## config.mk

```make
export PLATFORM = sky130hd
export DESIGN_NAME = octant_aim_velocity_unit
export DESIGN_NICKNAME = d
export VERILOG_FILES = /design/src/sv/oavu_pkg.sv /design/src/sv/oavu_pipe_ctl.sv /design/src/sv/oavu_fold.sv /design/src/sv/oavu_div.sv /design/src/sv/oavu_resolve.sv /design/src/sv/octant_aim_velocity_unit.sv
export SDC_FILE = /design/constraint.sdc
export NUM_CORES = 2
export LEC_CHECK = 0
export BUFFER_PORTS_ARGS = -buffer_cell sky130_fd_sc_hd__clkbuf_2
export CAP_MARGIN = 20
export CORE_MARGIN = 2
export CORE_UTILIZATION = 45
export CTS_BUF_LIST = sky130_fd_sc_hd__clkbuf_16
export CTS_CLUSTER_DIAMETER = 50
export DETAILED_ROUTE_END_ITERATION = 10
export SLEW_MARGIN = 0
export SYNTH_ARGS = -nofsm -noshare
export SYNTH_HDL_FRONTEND = slang
export SYNTH_SLANG_ARGS = --single-unit
```

## constraint.sdc

```tcl
create_clock -name clk -period 12.7 [get_ports clk]
set_clock_uncertainty 0.2 [all_clocks]
set_input_delay 0.635 -clock clk [delete_from_list [all_inputs] [get_ports clk]]
set_output_delay 0.635 -clock clk [all_outputs]
set_load 0.1 [all_outputs]
```

## src/sv/oavu_pkg.sv

```systemverilog
// ----------------------------------------------------------------------------
// oavu_pkg
// Shared types, widths and sine/cosine/secant tables for the octant aim and
// velocity unit.
// ----------------------------------------------------------------------------
package oavu_pkg;

  // field widths
  localparam int unsigned COORD_W = 16;
  localparam int unsigned ANG_W   = 6;
  localparam int unsigned FLAG_W  = 3;
  localparam int unsigned VEL_W   = 24;
  localparam int unsigned DIST_W  = 17;

  // angle arithmetic: minor * 64 over major
  localparam int unsigned ANG_SHIFT  = 6;
  localparam int unsigned DIV_NUM_W  = COORD_W + ANG_SHIFT;
  localparam int unsigned QUO_LOW_W  = 8;
  localparam logic [QUO_LOW_W-1:0] ANG_LIMIT = 8'd64;
  localparam logic [ANG_W-1:0]     ANG_CLAMP = 6'd63;

  // pipeline layout
  localparam int unsigned DIV_STEPS_DEF = 4;
  localparam int unsigned FOLD_STAGES   = 2;
  localparam int unsigned RES_STAGES    = 4;

  // direction flag bit positions
  localparam int unsigned FLAG_MIR_X = 0;
  localparam int unsigned FLAG_MIR_Y = 1;
  localparam int unsigned FLAG_SWAP  = 2;

  localparam int unsigned ROM_DEPTH = 65;
  localparam int unsigned FACT_W    = 16;
  localparam int unsigned SEC_W     = 9;

  typedef struct packed {
    logic signed [COORD_W-1:0] target_x;
    logic signed [COORD_W-1:0] target_y;
    logic signed [COORD_W-1:0] base_x;
    logic signed [COORD_W-1:0] base_y;
    logic signed [COORD_W-1:0] base_speed;
  } oavu_in_t;

  typedef struct packed {
    logic [ANG_W-1:0]         octant_angle;
    logic [FLAG_W-1:0]        direction_flags;
    logic signed [VEL_W-1:0]  x_velocity;
    logic signed [VEL_W-1:0]  y_velocity;
    logic signed [DIST_W-1:0] axis_distance;
  } oavu_out_t;

  // values that ride along the divider
  typedef struct packed {
    logic [FLAG_W-1:0]         flags;
    logic signed [COORD_W-1:0] speed;
    logic signed [COORD_W-1:0] axis_dist;
    logic                      qneg;
    logic                      dzero;
  } oavu_side_t;

  // sine factors, entry 0 unused (zero angle passes the speed through)
  localparam logic [FACT_W-1:0] SIN_ROM [0:ROM_DEPTH-1] = '{
    16'd255,   16'd1024,  16'd2047,  16'd3069,  16'd4088,  16'd5104,  16'd6117,
    16'd7126,  16'd8129,  16'd9126,  16'd10117, 16'd11101, 16'd12078, 16'd13046,
    16'd14005, 16'd14955, 16'd15895, 16'd16825, 16'd17744, 16'd18651, 16'd19548,
    16'd20432, 16'd21304, 16'd22164, 16'd23011, 16'd23845, 16'd24666, 16'd25474,
    16'd26268, 16'd27049, 16'd27816, 16'd28569, 16'd29309, 16'd30034, 16'd30747,
    16'd31445, 16'd32130, 16'd32801, 16'd33459, 16'd34103, 16'd34734, 16'd35352,
    16'd35957, 16'd36549, 16'd37128, 16'd37695, 16'd38249, 16'd38791, 16'd39322,
    16'd39840, 16'd40347, 16'd40842, 16'd41327, 16'd41800, 16'd42262, 16'd42714,
    16'd43156, 16'd43587, 16'd44009, 16'd44420, 16'd44823, 16'd45216, 16'd45600,
    16'd45975, 16'd46341
  };

  // cosine factors
  localparam logic [FACT_W-1:0] COS_ROM [0:ROM_DEPTH-1] = '{
    16'd65535, 16'd65528, 16'd65504, 16'd65464, 16'd65408, 16'd65337, 16'd65250,
    16'd65147, 16'd65030, 16'd64897, 16'd64750, 16'd64589, 16'd64414, 16'd64224,
    16'd64022, 16'd63807, 16'd63579, 16'd63340, 16'd63088, 16'd62826, 16'd62553,
    16'd62270, 16'd61977, 16'd61674, 16'd61363, 16'd61044, 16'd60717, 16'd60383,
    16'd60041, 16'd59694, 16'd59340, 16'd58981, 16'd58617, 16'd58249, 16'd57876,
    16'd57499, 16'd57120, 16'd56737, 16'd56351, 16'd55964, 16'd55574, 16'd55183,
    16'd54791, 16'd54398, 16'd54004, 16'd53610, 16'd53216, 16'd52822, 16'd52429,
    16'd52036, 16'd51644, 16'd51253, 16'd50863, 16'd50475, 16'd50089, 16'd49704,
    16'd49321, 16'd48940, 16'd48561, 16'd48185, 16'd47811, 16'd47439, 16'd47071,
    16'd46704, 16'd46341
  };

  // secant factors, scaled by 256
  localparam logic [SEC_W-1:0] SEC_ROM [0:ROM_DEPTH-1] = '{
    9'd255, 9'd256, 9'd256, 9'd256, 9'd256, 9'd256, 9'd257, 9'd257, 9'd257, 9'd258,
    9'd259, 9'd259, 9'd260, 9'd261, 9'd262, 9'd262, 9'd263, 9'd264, 9'd265, 9'd267,
    9'd268, 9'd269, 9'd270, 9'd272, 9'd273, 9'd274, 9'd276, 9'd277, 9'd279, 9'd281,
    9'd282, 9'd284, 9'd286, 9'd288, 9'd289, 9'd291, 9'd293, 9'd295, 9'd297, 9'd299,
    9'd301, 9'd304, 9'd306, 9'd308, 9'd310, 9'd312, 9'd315, 9'd317, 9'd320, 9'd322,
    9'd324, 9'd327, 9'd329, 9'd332, 9'd334, 9'd337, 9'd340, 9'd342, 9'd345, 9'd348,
    9'd350, 9'd353, 9'd356, 9'd359, 9'd362
  };

endpackage

```

## src/sv/oavu_pipe_ctl.sv

```systemverilog
// ----------------------------------------------------------------------------
// oavu_pipe_ctl
// Valid bits and per-stage load enables; a stage loads when it is empty or
// when the stage after it moves, so bubbles are squeezed out under stall.
// ----------------------------------------------------------------------------
module oavu_pipe_ctl import oavu_pkg::*; #(
  parameter int unsigned NumStages = FOLD_STAGES + RES_STAGES + 6
) (
  input  logic                 clk,
  input  logic                 rst_n,
  input  logic                 in_valid,
  output logic                 in_stall,
  output logic                 out_valid,
  input  logic                 out_stall,
  output logic [NumStages-1:0] stage_en
);

  logic [NumStages-1:0] valid_r;
  logic [NumStages-1:0] valid_nxt;

  // load enables, from the output end back to the input
  always_comb begin
    stage_en[NumStages-1] = !valid_r[NumStages-1] || !out_stall;
    for (int i = NumStages - 2; i >= 0; i--) begin
      stage_en[i] = !valid_r[i] || stage_en[i+1];
    end
  end

  // valid bits follow the data
  always_comb begin
    valid_nxt = valid_r;
    if (stage_en[0]) begin
      valid_nxt[0] = in_valid;
    end
    for (int i = 1; i < NumStages; i++) begin
      if (stage_en[i]) begin
        valid_nxt[i] = valid_r[i-1];
      end
    end
  end

  always_ff @(posedge clk) begin
    if (!rst_n) begin
      valid_r <= '0;
    end else begin
      valid_r <= valid_nxt;
    end
  end

  assign in_stall  = !stage_en[0];
  assign out_valid = valid_r[NumStages-1];

  // input backs up only when every stage holds a request
  a_stall_full: assert property (@(posedge clk) disable iff (!rst_n)
    in_stall |-> (&valid_r) && out_stall)
    else $error("input stalled with a free stage");

  // a free output side never blocks the input
  a_no_stall: assert property (@(posedge clk) disable iff (!rst_n)
    !out_stall |-> !in_stall)
    else $error("input stalled while output side is free");

  // an accepted request lands in the first stage
  a_enter: assert property (@(posedge clk) disable iff (!rst_n)
    in_valid && !in_stall |=> valid_r[0])
    else $error("accepted request lost at entry");

endmodule

```

## src/sv/oavu_fold.sv

```systemverilog
// ----------------------------------------------------------------------------
// oavu_fold
// Two stages: wrapped differences with mirror rules, then axis swap, operand
// magnitudes for the divider and the absolute axis distance.
// ----------------------------------------------------------------------------
module oavu_fold import oavu_pkg::*; #(
  parameter int unsigned NumWidth = DIV_NUM_W
) (
  input  logic                clk,
  input  logic [1:0]          stage_en,
  input  oavu_in_t            in_data,
  output logic [NumWidth-1:0] div_num,
  output logic [COORD_W-1:0]  div_den,
  output oavu_side_t          side
);

  logic [COORD_W-1:0] dx;
  logic [COORD_W-1:0] dy;
  logic [COORD_W-1:0] ndx;
  logic [COORD_W-1:0] ndy;
  logic               mir_x;
  logic               mir_y;

  logic [COORD_W-1:0]        dxf_r, dxf_nxt;
  logic [COORD_W-1:0]        dyf_r, dyf_nxt;
  logic [COORD_W-1:0]        distx_r, distx_nxt;
  logic [COORD_W-1:0]        disty_r, disty_nxt;
  logic [1:0]                mir_r;
  logic signed [COORD_W-1:0] speed_r;

  logic               swap;
  logic [COORD_W-1:0] major;
  logic [COORD_W-1:0] minor;
  logic [COORD_W-1:0] major_mag;
  logic [COORD_W-1:0] minor_mag;

  logic [NumWidth-1:0] num_r, num_nxt;
  logic [COORD_W-1:0]  den_r, den_nxt;
  oavu_side_t          side_r, side_nxt;

  // stage 1: wrapped differences and mirror decisions
  always_comb begin
    dx    = in_data.target_x - in_data.base_x;
    dy    = in_data.target_y - in_data.base_y;
    ndx   = COORD_W'(0) - dx;
    ndy   = COORD_W'(0) - dy;
    mir_x = dx[COORD_W-1] ^ (in_data.target_x[COORD_W-1] ^ in_data.base_x[COORD_W-1]);
    mir_y = dy[COORD_W-1] & ~in_data.base_y[COORD_W-1];
    dxf_nxt = mir_x ? ndx : dx;
    dyf_nxt = mir_y ? ndy : dy;
    // base minus target, made positive except at the wrap edge
    distx_nxt = ndx[COORD_W-1] ? dx : ndx;
    disty_nxt = ndy[COORD_W-1] ? dy : ndy;
  end

  always_ff @(posedge clk) begin
    if (stage_en[0]) begin
      dxf_r   <= dxf_nxt;
      dyf_r   <= dyf_nxt;
      distx_r <= distx_nxt;
      disty_r <= disty_nxt;
      mir_r   <= {mir_y, mir_x};
      speed_r <= in_data.base_speed;
    end
  end

  // stage 2: swap, magnitudes and sign of the quotient
  always_comb begin
    swap      = $signed(dyf_r) >= $signed(dxf_r);
    major     = swap ? dyf_r : dxf_r;
    minor     = swap ? dxf_r : dyf_r;
    major_mag = major[COORD_W-1] ? COORD_W'(0) - major : major;
    minor_mag = minor[COORD_W-1] ? COORD_W'(0) - minor : minor;
    num_nxt   = '0;
    num_nxt[ANG_SHIFT +: COORD_W] = minor_mag;
    den_nxt   = major_mag;
    side_nxt.flags     = {swap, mir_r[1], mir_r[0]};
    side_nxt.speed     = speed_r;
    side_nxt.axis_dist = swap ? disty_r : distx_r;
    side_nxt.qneg      = minor[COORD_W-1] ^ major[COORD_W-1];
    side_nxt.dzero     = (major == '0);
  end

  always_ff @(posedge clk) begin
    if (stage_en[1]) begin
      num_r  <= num_nxt;
      den_r  <= den_nxt;
      side_r <= side_nxt;
    end
  end

  assign div_num = num_r;
  assign div_den = den_r;
  assign side    = side_r;

endmodule

```

## src/sv/oavu_div.sv

```systemverilog
// ----------------------------------------------------------------------------
// oavu_div
// Pipelined restoring divider on magnitudes; each stage retires a fixed
// number of quotient bits and keeps the low quotient byte only.
// ----------------------------------------------------------------------------
module oavu_div import oavu_pkg::*; #(
  parameter int unsigned Steps    = DIV_STEPS_DEF,
  parameter int unsigned Stages   = (DIV_NUM_W + DIV_STEPS_DEF - 1) / DIV_STEPS_DEF,
  parameter int unsigned NumWidth = Steps * Stages
) (
  input  logic                 clk,
  input  logic [Stages-1:0]    stage_en,
  input  logic [NumWidth-1:0]  div_num,
  input  logic [COORD_W-1:0]   div_den,
  input  oavu_side_t           side_in,
  output logic [QUO_LOW_W-1:0] quo,
  output oavu_side_t           side_out
);

  logic [COORD_W-1:0]   rem_r  [Stages];
  logic [NumWidth-1:0]  num_r  [Stages];
  logic [QUO_LOW_W-1:0] quo_r  [Stages];
  logic [COORD_W-1:0]   den_r  [Stages];
  oavu_side_t           side_r [Stages];

  for (genvar s = 0; s < Stages; s++) begin : g_stage
    logic [COORD_W-1:0]   rem_in;
    logic [NumWidth-1:0]  num_in;
    logic [QUO_LOW_W-1:0] quo_in;
    logic [COORD_W-1:0]   den_in;
    oavu_side_t           side_s;
    logic [COORD_W-1:0]   rem_nxt;
    logic [NumWidth-1:0]  num_nxt;
    logic [QUO_LOW_W-1:0] quo_nxt;
    logic [COORD_W:0]     trial;

    // stage source: divider input or previous stage
    if (s == 0) begin : g_first
      assign rem_in = '0;
      assign num_in = div_num;
      assign quo_in = '0;
      assign den_in = div_den;
      assign side_s = side_in;
    end else begin : g_next
      assign rem_in = rem_r[s-1];
      assign num_in = num_r[s-1];
      assign quo_in = quo_r[s-1];
      assign den_in = den_r[s-1];
      assign side_s = side_r[s-1];
    end

    // shift-subtract steps, most significant dividend bit first
    always_comb begin
      rem_nxt = rem_in;
      num_nxt = num_in;
      quo_nxt = quo_in;
      trial   = '0;
      for (int k = 0; k < Steps; k++) begin
        trial   = {rem_nxt, num_nxt[NumWidth-1]};
        num_nxt = num_nxt << 1;
        if (trial >= {1'b0, den_in}) begin
          trial   = trial - {1'b0, den_in};
          quo_nxt = {quo_nxt[QUO_LOW_W-2:0], 1'b1};
        end else begin
          quo_nxt = {quo_nxt[QUO_LOW_W-2:0], 1'b0};
        end
        rem_nxt = trial[COORD_W-1:0];
      end
    end

    always_ff @(posedge clk) begin
      if (stage_en[s]) begin
        rem_r[s]  <= rem_nxt;
        num_r[s]  <= num_nxt;
        quo_r[s]  <= quo_nxt;
        den_r[s]  <= den_in;
        side_r[s] <= side_s;
      end
    end
  end

  assign quo      = quo_r[Stages-1];
  assign side_out = side_r[Stages-1];

endmodule

```

## src/sv/oavu_resolve.sv

```systemverilog
// ----------------------------------------------------------------------------
// oavu_resolve
// Angle clamp, table lookup, speed and distance products, and the output
// register with axis routing and mirror negation.
// ----------------------------------------------------------------------------
module oavu_resolve import oavu_pkg::*; (
  input  logic                 clk,
  input  logic [3:0]           stage_en,
  input  logic [QUO_LOW_W-1:0] quo,
  input  oavu_side_t           side_in,
  output oavu_out_t            out_data
);

  localparam int unsigned PROD_W  = COORD_W + FACT_W + 1;
  localparam int unsigned PDIST_W = COORD_W + SEC_W + 1;

  logic [QUO_LOW_W-1:0] ang8;
  logic [ANG_W-1:0]     ang_nxt;
  logic [ANG_W-1:0]     ang1_r, ang2_r, ang3_r;
  oavu_side_t           side1_r, side2_r, side3_r;

  logic [FACT_W-1:0] sinf_r, cosf_r;
  logic [SEC_W-1:0]  secf_r;

  logic signed [PROD_W-1:0]  psin_nxt, pcos_nxt, psin_r, pcos_r;
  logic signed [PDIST_W-1:0] pdist_nxt, pdist_r;

  logic [COORD_W-1:0] w_sin, w_cos, wx, wy;
  oavu_out_t          out_r, out_nxt;

  // stage 1: signed quotient byte, clamp to the octant range
  always_comb begin
    ang8 = side_in.qneg ? QUO_LOW_W'(0) - quo : quo;
    if (side_in.dzero) begin
      ang_nxt = '0;
    end else if (ang8 >= ANG_LIMIT) begin
      ang_nxt = ANG_CLAMP;
    end else begin
      ang_nxt = ang8[ANG_W-1:0];
    end
  end

  always_ff @(posedge clk) begin
    if (stage_en[0]) begin
      ang1_r  <= ang_nxt;
      side1_r <= side_in;
    end
  end

  // stage 2: table lookup
  always_ff @(posedge clk) begin
    if (stage_en[1]) begin
      sinf_r  <= SIN_ROM[{1'b0, ang1_r}];
      cosf_r  <= COS_ROM[{1'b0, ang1_r}];
      secf_r  <= SEC_ROM[{1'b0, ang1_r}];
      ang2_r  <= ang1_r;
      side2_r <= side1_r;
    end
  end

  // stage 3: products
  always_comb begin
    psin_nxt  = $signed(side2_r.speed) * $signed({1'b0, sinf_r});
    pcos_nxt  = $signed(side2_r.speed) * $signed({1'b0, cosf_r});
    pdist_nxt = $signed(side2_r.axis_dist) * $signed({1'b0, secf_r});
  end

  always_ff @(posedge clk) begin
    if (stage_en[2]) begin
      psin_r  <= psin_nxt;
      pcos_r  <= pcos_nxt;
      pdist_r <= pdist_nxt;
      ang3_r  <= ang2_r;
      side3_r <= side2_r;
    end
  end

  // stage 4: zero angle bypass, axis routing, mirror negation
  always_comb begin
    if (ang3_r == '0) begin
      w_sin = '0;
      w_cos = side3_r.speed;
    end else begin
      w_sin = psin_r[2*COORD_W-1:COORD_W];
      w_cos = pcos_r[2*COORD_W-1:COORD_W];
    end
    wx = side3_r.flags[FLAG_SWAP] ? w_sin : w_cos;
    wy = side3_r.flags[FLAG_SWAP] ? w_cos : w_sin;
    if (side3_r.flags[FLAG_MIR_X]) begin
      wx = COORD_W'(0) - wx;
    end
    if (side3_r.flags[FLAG_MIR_Y]) begin
      wy = COORD_W'(0) - wy;
    end
    out_nxt.octant_angle    = ang3_r;
    out_nxt.direction_flags = side3_r.flags;
    out_nxt.x_velocity      = {wx, 8'h00};
    out_nxt.y_velocity      = {wy, 8'h00};
    out_nxt.axis_distance   = pdist_r[DIST_W+7:8];
  end

  always_ff @(posedge clk) begin
    if (stage_en[3]) begin
      out_r <= out_nxt;
    end
  end

  assign out_data = out_r;

endmodule

```

## src/sv/octant_aim_velocity_unit.sv

```systemverilog
// ----------------------------------------------------------------------------
// octant_aim_velocity_unit
// Folds a target/base difference into an octant, divides out the angle and
// resolves a speed into x/y velocity and an axis distance.
//
//   port group   dir  handshake           payload
//   in_*         in   in_valid/in_stall   oavu_in_t  (points and speed)
//   out_*        out  out_valid/out_stall oavu_out_t (angle, flags, results)
//
// One request per cycle enters while in_stall is low and passes the fold,
// divider and resolve stages; each divider stage retires DivSteps quotient
// bits. Reset clears only the stage valid bits. A stalled output holds its
// result; upstream stages keep filling until every stage is full.
// ----------------------------------------------------------------------------
module octant_aim_velocity_unit import oavu_pkg::*; #(
  parameter int unsigned DivSteps = DIV_STEPS_DEF
) (
  input  logic      clk,
  input  logic      rst_n,
  input  logic      in_valid,
  output logic      in_stall,
  input  oavu_in_t  in_data,
  output logic      out_valid,
  input  logic      out_stall,
  output oavu_out_t out_data
);

  localparam int unsigned DivStages = (DIV_NUM_W + DivSteps - 1) / DivSteps;
  localparam int unsigned NumWidth  = DivStages * DivSteps;
  localparam int unsigned NumStages = FOLD_STAGES + DivStages + RES_STAGES;

  logic [NumStages-1:0] stage_en;
  logic [NumWidth-1:0]  div_num;
  logic [COORD_W-1:0]   div_den;
  oavu_side_t           fold_side;
  logic [QUO_LOW_W-1:0] quo;
  oavu_side_t           div_side;

  // stage valids and load enables
  oavu_pipe_ctl #(
    .NumStages (NumStages)
  ) u_ctl (
    .clk       (clk),
    .rst_n     (rst_n),
    .in_valid  (in_valid),
    .in_stall  (in_stall),
    .out_valid (out_valid),
    .out_stall (out_stall),
    .stage_en  (stage_en)
  );

  // octant fold
  oavu_fold #(
    .NumWidth (NumWidth)
  ) u_fold (
    .clk      (clk),
    .stage_en (stage_en[FOLD_STAGES-1:0]),
    .in_data  (in_data),
    .div_num  (div_num),
    .div_den  (div_den),
    .side     (fold_side)
  );

  // angle divider
  oavu_div #(
    .Steps    (DivSteps),
    .Stages   (DivStages),
    .NumWidth (NumWidth)
  ) u_div (
    .clk      (clk),
    .stage_en (stage_en[FOLD_STAGES +: DivStages]),
    .div_num  (div_num),
    .div_den  (div_den),
    .side_in  (fold_side),
    .quo      (quo),
    .side_out (div_side)
  );

  // lookup, products and output register
  oavu_resolve u_resolve (
    .clk      (clk),
    .stage_en (stage_en[FOLD_STAGES + DivStages +: RES_STAGES]),
    .quo      (quo),
    .side_in  (div_side),
    .out_data (out_data)
  );

endmodule

```

## After elaboration in Yosys (flattened, before gate mapping)

Memories as Yosys holds them, arrays and structs flattened. A register that Yosys moved wholly into a read port is not among the register bits.
Cells that the tools add are included.

| word-level totals | value |
|---|---|
| flip-flop bits (word level) | 417 |
| bits in writable memories | 582 |
| ROM bits | 5,248 |
| bits of input ports | 84 |
| output and inout port bits | 76 |
| logic and storage cells | 229 |
| memories | 8 |

Memory list:

| memory | words | width | read ports | clocked after memory_dff | write ports | line | text |
|---|---|---|---|---|---|---|---|
| (no name shown) | 128 | 16 | 1 | 1 | 0 | oavu_resolve.sv:53 | `sinf_r <= SIN_ROM[{1'b0, ang1_r}];` |
| (no name shown) | 128 | 16 | 1 | 1 | 0 | oavu_resolve.sv:54 | `cosf_r <= COS_ROM[{1'b0, ang1_r}];` |
| (no name shown) | 128 | 9 | 1 | 1 | 0 | oavu_resolve.sv:55 | `secf_r <= SEC_ROM[{1'b0, ang1_r}];` |
| u_div.side_r | 6 | 37 | 6 | 0 | 6 | oavu_div.sv:24 | `oavu_side_t side_r [Stages];` |
| u_div.num_r | 6 | 20 | 5 | 0 | 6 | oavu_div.sv:21 | `logic [NumWidth-1:0] num_r [Stages];` |
| u_div.den_r | 6 | 16 | 5 | 0 | 6 | oavu_div.sv:23 | `logic [COORD_W-1:0] den_r [Stages];` |
| +2 memories | -- | -- | -- | -- | -- | -- |  |

| operators by class | value |
|---|---|
| add/sub/neg operators | 33 |
| multiply operators | 3 |
| $lt $le $gt $ge | 26 |
| multiplexer cells | 77 |
| bitwise gates (word level) | 6 |
| reductions and logical operators | 28 |

Operators with widths:

| cell | number |
|---|---|
| 16-bit two-way mux | 35 |
| 16-bit subtractor | 25 |
| 17-bit by 16-bit greater-or-equal comparator with 1-bit output | 23 |
| 1-bit by 16-bit subtractor with 16-bit output (first input constant) | 7 |
| 16-bit by 17-bit multiplier with 32-bit output | 2 |
| 15-bit two-way mux | 4 |
| 1-bit two-way mux | 36 |
| 16-bit by 10-bit multiplier with 25-bit output | 1 |
| 1-bit by 16-bit greater-or-equal comparator with 1-bit output (first input constant) | 1 |
| 16-bit greater-or-equal comparator | 1 |
| 16-bit zero test | 1 |
| 1-bit zero test | 14 |
| 1-bit logical OR | 12 |
| 8-bit by 7-bit greater-or-equal comparator with 1-bit output (second input constant) | 1 |
| 8-bit two-way mux | 1 |
| 6-bit NOT with 8-bit output | 1 |
| 1-bit by 8-bit subtractor with 8-bit output (first input constant) | 1 |
| 6-bit zero test | 1 |
| 6-bit two-way mux | 1 |
| 1-bit XOR | 3 |
| 1-bit bitwise AND | 1 |
| 1-bit NOT | 1 |

## Longest topological paths before layout

| depth | value |
|---|---|
| word-level depth | 14 |
| depth in mapped cells | 52 |
| mapped depth without buffers | 48 |

## Modules after synthesis

A second synthesis with hierarchy kept.

| second synthesis, totals | value |
|---|---|
| cells, all modules | 7,749 |
| area total of the unflattened synthesis | 77,855.9 um^2 |

By module, submodules not included:

| module | times used | cells an instance | area each (um^2) | seq. area each (um^2) |
|---|---|---|---|---|
| oavu_div | 1 | 3,344 | 34,523.1 | 13,633.1 |
| oavu_resolve | 1 | 3,402 | 33,168.1 | 7,627.3 |
| oavu_fold | 1 | 944 | 9,643.0 | 4,444.3 |
| oavu_pipe_ctl | 1 | 59 | 521.8 | 240.2 |

## Least setup slack after synthesis

OpenSTA, ideal clock, no wires.

| timing path | value |
|---|---|
| path kind | register -> register |
| start | memory u_div.den_r[2][1] |
| end | memory u_div.rem_r[3][10] (data pin) |
| arrival time | 9,865 ps |
| data required time | 12,240 ps |
| path slack | 2,375 ps |
| cell stages (with the launch flop) | 52 |
| clock period less this slack | 10,325 ps |
| cell sequence | edfxtp_1 -> inv_1 -> ha_1 -> nand2b_1 -> a21oi_1 -> o221ai_1 -> a21oi_1 -> o21a_1 -> buf_2 -> buf_1 -> nand2_1 -> o21ai_0 -> inv_1 -> ha_1 -> nor2b_1 -> o21ai_0 -> a21boi_0 -> o211ai_1 -> (+16 left out) -> nand2_1 -> nand2_1 -> buf_2 -> mux2i_1 -> ha_1 -> a21o_1 -> a21o_1 -> a21oi_1 -> o21ai_0 -> a41o_1 -> o211a_1 -> o21ai_0 -> a21oi_1 -> o31a_1 -> a211o_1 -> buf_2 -> buf_4 -> mux2_2 |

RTL lines:

| element | line | text |
|---|---|---|
| start, declared | oavu_div.sv:23 |  |
| end, declared | oavu_div.sv:20 | `logic [COORD_W-1:0] rem_r [Stages];` |

==> metrics.log <==
[metrics] highest attainable clock frequency: 0.0854 GHz
[metrics] Adder-Cell Fraction of Synth Area: 0.262
[metrics] final weighted congestion in routability-driven placement: 0.929
[metrics] final worst setup slack: 0.996 ns
[metrics] Final setup violation count: 0
[metrics] cell type of the slowest stage on the worst timing path: sky130_fd_sc_hd__a32o_1
[metrics] final worst path period share: 0.922
[metrics] Mapped Area: 0.0741 mm^2
[metrics] post-synthesis share of cell area spent on xor and xnor gates: 0.0531
[metrics] largest buffer count on any clock path: 3
[metrics] layout cell share with drive strength beyond 1: 0.0857
[metrics] total count of hold-check failures in the final report: 0
[metrics] Hold Path Stages: 2
[metrics] antenna violations before repair: 8
[metrics] number of max-slew violations in the final report: 0
[metrics] count of flip-flops with a built-in enable after synthesis: 823
[metrics] number of standard-cell rows in the floorplan: 148
[metrics] Synth area leader: sky130_fd_sc_hd__edfxtp_1
[metrics] CTS sink cnt: 835
[metrics] Post-CTS Setup Repair Bufs: 0
[metrics] footprint of the flip-flops and latches: 0.0250 mm^2
[metrics] CP Data Arrival Time: 11.94 ns
[metrics] Total Negative Setup Slacks: 0 ns
[metrics] Synth Flop Type: sky130_fd_sc_hd__edfxtp_1
[metrics] pre-CTS setup slack: 1.22 ns
[metrics] detailed-route via count: 53100
[metrics] synthesized-area fraction occupied by ao, oa, aoi and oai cells: 0.116
[metrics] number of H-tree levels: 3
[metrics] DRC marker count from the first detailed-route iteration: 3562
[metrics] combined global-route utilization of all metal layers: 0.228
[metrics] slew at the pin with the worst max-slew slack: 1.04 ns
[metrics] via count of the first global-routing pass: 54700
[metrics] Final #Nets: 8741
[metrics] class of the worst hold path: in -> reg
[metrics] startpoint-to-endpoint class of the critical path: reg -> reg
[metrics] setup repair after global routing missed its margin: false
[metrics] clock buffer count from CTS: 108
[metrics] number of library cell types mapped by synthesis: 99
[metrics] first-pass iteration count of the detailed router: 6
[metrics] Chip Height: 410 um
[metrics] number of routed nets with antenna violations: 0
[metrics] synthesized-area fraction occupied by and/or/nand/nor cells: 0.129
[metrics] number of remaining DRC errors: 0
[metrics] number of input and output port buffers inserted: 143
[metrics] WP data required: 12.93 ns
[metrics] placed wire-length estimate: 146 mm
[metrics] main combinational cell family by area after synthesis: adder cells
[metrics] signed area change from the synthesized netlist to the final layout: 9.42%
[metrics] r2r worst-path depth: 42
[metrics] CTS tree: built
[metrics] fillers: 14800
[metrics] maximum number of pins on one net before global-route repair: 97
[metrics] wirelength, routed: 190 mm
[metrics] peak per-stage delay on the critical path: 0.66 ns
[metrics] grt total ovfl: 0
[metrics] root buffer cell: sky130_fd_sc_hd__clkbuf_16
[metrics] multiplexer fraction of the synthesized cell area: 0.0418
[metrics] Max transition margin: 0.308
[metrics] synthesized area per cell: 10.1 um^2
[metrics] startpoint type of the worst setup path: register
[metrics] floorplan core area: 0.163 mm^2
[metrics] nature of the critical path endpoint: register
[metrics] synthesized instance count: 7306
[metrics] post-DR vias/cell: 5.48
[metrics] number of storage elements in the synthesis netlist: 835
[metrics] average wire length per cell after detail routing: 19.6 um
[metrics] outcome: finished, final reports clean
[metrics] multi-input combinational cell area: 0.0448 mm^2
[metrics] top-area cell type share of the netlist area: 0.333
[metrics] first-pass GRT wire length: 304 mm
[metrics] post-layout util: 0.497
[metrics] later-pin clock latency in the skew report: 0.75 ns
[metrics] YS warnings: 0
[metrics] clock transition at the registers of the reported paths: 0.06 ns
[metrics] worst-path maximum fanout: 20
[metrics] number of I/O pins: 160
[metrics] final critical-path required period: 11.70 ns
[metrics] FFs w/ async S/R, synth: 0
[metrics] sequential area share after synthesis: 0.337
[metrics] total die area: 0.168 mm^2
[metrics] initial cell density of the core: 0.454
[metrics] overall die width: 410 um
[metrics] cell types occupying the most area after synthesis: sky130_fd_sc_hd__edfxtp_1 33%, sky130_fd_sc_hd__fa_1 14%, sky130_fd_sc_hd__ha_1 12%, sky130_fd_sc_hd__inv_1 4.7%, sky130_fd_sc_hd__xnor2_1 3.7%
[metrics] Max Cap Viol: 0
flip-flops by register name (all words and copies together), names as in the netlist, 17 cells and up:
signal,flops
u_resolve.out_data,58
u_div.den_r,78
u_fold.side,37
u_div.side_r,219
u_div.num_r,32
u_resolve.side1_r,35
u_div.rem_r,80
u_resolve.side2_r,35
u_resolve.pdist_r,17
worst paths after layout:
kind / startpoint / to / slack, ns
worst min register to register: u_div.side_r[5][17]$_DFFE_PP_ / u_resolve.side1_r[17]$_DFFE_PP_ / 0.20
worst max-delay path: u_div.den_r[3][1]$_DFFE_PP_ / u_div.rem_r[4][9]$_DFFE_PP_ / 1.0
worst min-delay path: rst_n / u_ctl.valid_r[10]$_SDFFE_PN0P_ / 0.09
worst max register to register: u_div.den_r[3][1]$_DFFE_PP_ / u_div.rem_r[4][9]$_DFFE_PP_ / 1.0
metal layers:
metal / part of all wire / vias up / track usage
li1: - / 25400 / -
met5: 0 / - / 0
met1: 0.45 / 26200 / 0.308
met3: 0.042 / 235 / 0.0269
met2: 0.48 / 1215 / 0.384
met4: 0.028 / 0 / 0.0668
layout make-up:
class                           instances  share of cell area
Sequential cell                       835               0.308
Inverter                              940              0.0435
Antenna cell                            8            0.000247
Multi-Input combinational cell       5311               0.552
Clock inverter                         92              0.0123
Tap cell                             2175              0.0336
Timing Repair Buffer                  225              0.0171
Clock buffer                          109              0.0336
synthesized netlist by cell type (all sizes together), types with 13 or more instances:
cell,n
a211o,13
a211oi,55
a21boi,21
a21o,126
a21oi,426
a31oi,44
and2,312
and3,30
buf,66
clkbuf,176
edfxtp,823
fa,525
ha,711
inv,937
mux2,184
mux2i,98
nand2,658
nand2b,79
nand3,99
nand4,64
nor2,406
nor2b,89
nor3,96
nor4,20
o211ai,31
o21a,82
o21ai,318
o21bai,33
o221ai,26
o31a,18
o31ai,34
o41ai,15
or2,21
or3,47
or4,14
xnor2,318
xor2,129
cell families (layout without fill, tap and decap cells):
kind of cell | count (synthesis) | count (layout)
and+or+nand+nor | 1975 | 1975
AOI/OAI and AO/OA | 1346 | 1346
adders and majority gates | 1236 | 1236
buffers and inverters | 1182 | 1366
DFF | 835 | 835
xor gates and xnor gates | 447 | 447
muxes | 284 | 284
other | 1 | 31
per-stage QoR:
step | cells | hold slack [ns] | instance area [um^2]
2_1_floorplan | 7328 | 0.200 | 74200
3_3_place_gp | 9465 | 0.201 | 77100
3_5_place_dp | 9466 | 0.205 | 77200
4_1_cts | 9685 | 0.0565 | 81100
5_1_grt | 9693 | 0.0698 | 81100
6_report | 9695 | 0.0894 | 81100
cells in the final DEF (no fill, tap or decap), types with 52 or more instances in the layout:
master                      instances
sky130_fd_sc_hd__mux2_2           170
sky130_fd_sc_hd__nand4_1           64
sky130_fd_sc_hd__nand3_1           98
sky130_fd_sc_hd__and2_1           311
sky130_fd_sc_hd__o21a_1            82
sky130_fd_sc_hd__nand2_1          643
sky130_fd_sc_hd__a21oi_1          420
sky130_fd_sc_hd__inv_1            939
sky130_fd_sc_hd__nand2b_1          79
sky130_fd_sc_hd__ha_1             711
sky130_fd_sc_hd__a21o_1           126
sky130_fd_sc_hd__clkbuf_2         143
sky130_fd_sc_hd__a211oi_1          52
sky130_fd_sc_hd__clkbuf_16        109
sky130_fd_sc_hd__xnor2_1          317
sky130_fd_sc_hd__xor2_1           129
sky130_fd_sc_hd__nor2b_1           89
sky130_fd_sc_hd__buf_4             63
sky130_fd_sc_hd__fa_1             525
sky130_fd_sc_hd__o21ai_0          312
sky130_fd_sc_hd__mux2i_1           98
sky130_fd_sc_hd__edfxtp_1         823
sky130_fd_sc_hd__nor3_1            95
sky130_fd_sc_hd__nor2_1           406
worst max-delay path, delay by kind of cell (launching register included):
kind,cells,cell delay [ns]
AO/OA/AOI/OAI,23,6.65
adder cells (fa/ha/maj),4,1.25
buffers and inverters,3,0.63
flip-flops,1,0.55
multiplexers,2,0.71
AND/OR/NAND/NOR,10,1.36
repair_timing:
item,CTS,global route
hold buffers,18,0
resized for setup,0,0
endpoints found under the hold margin,18,0
Power is left out: the tool's default activity adds up to more than one toggle a clock period on the data nets, which glitch-free logic cannot reach.
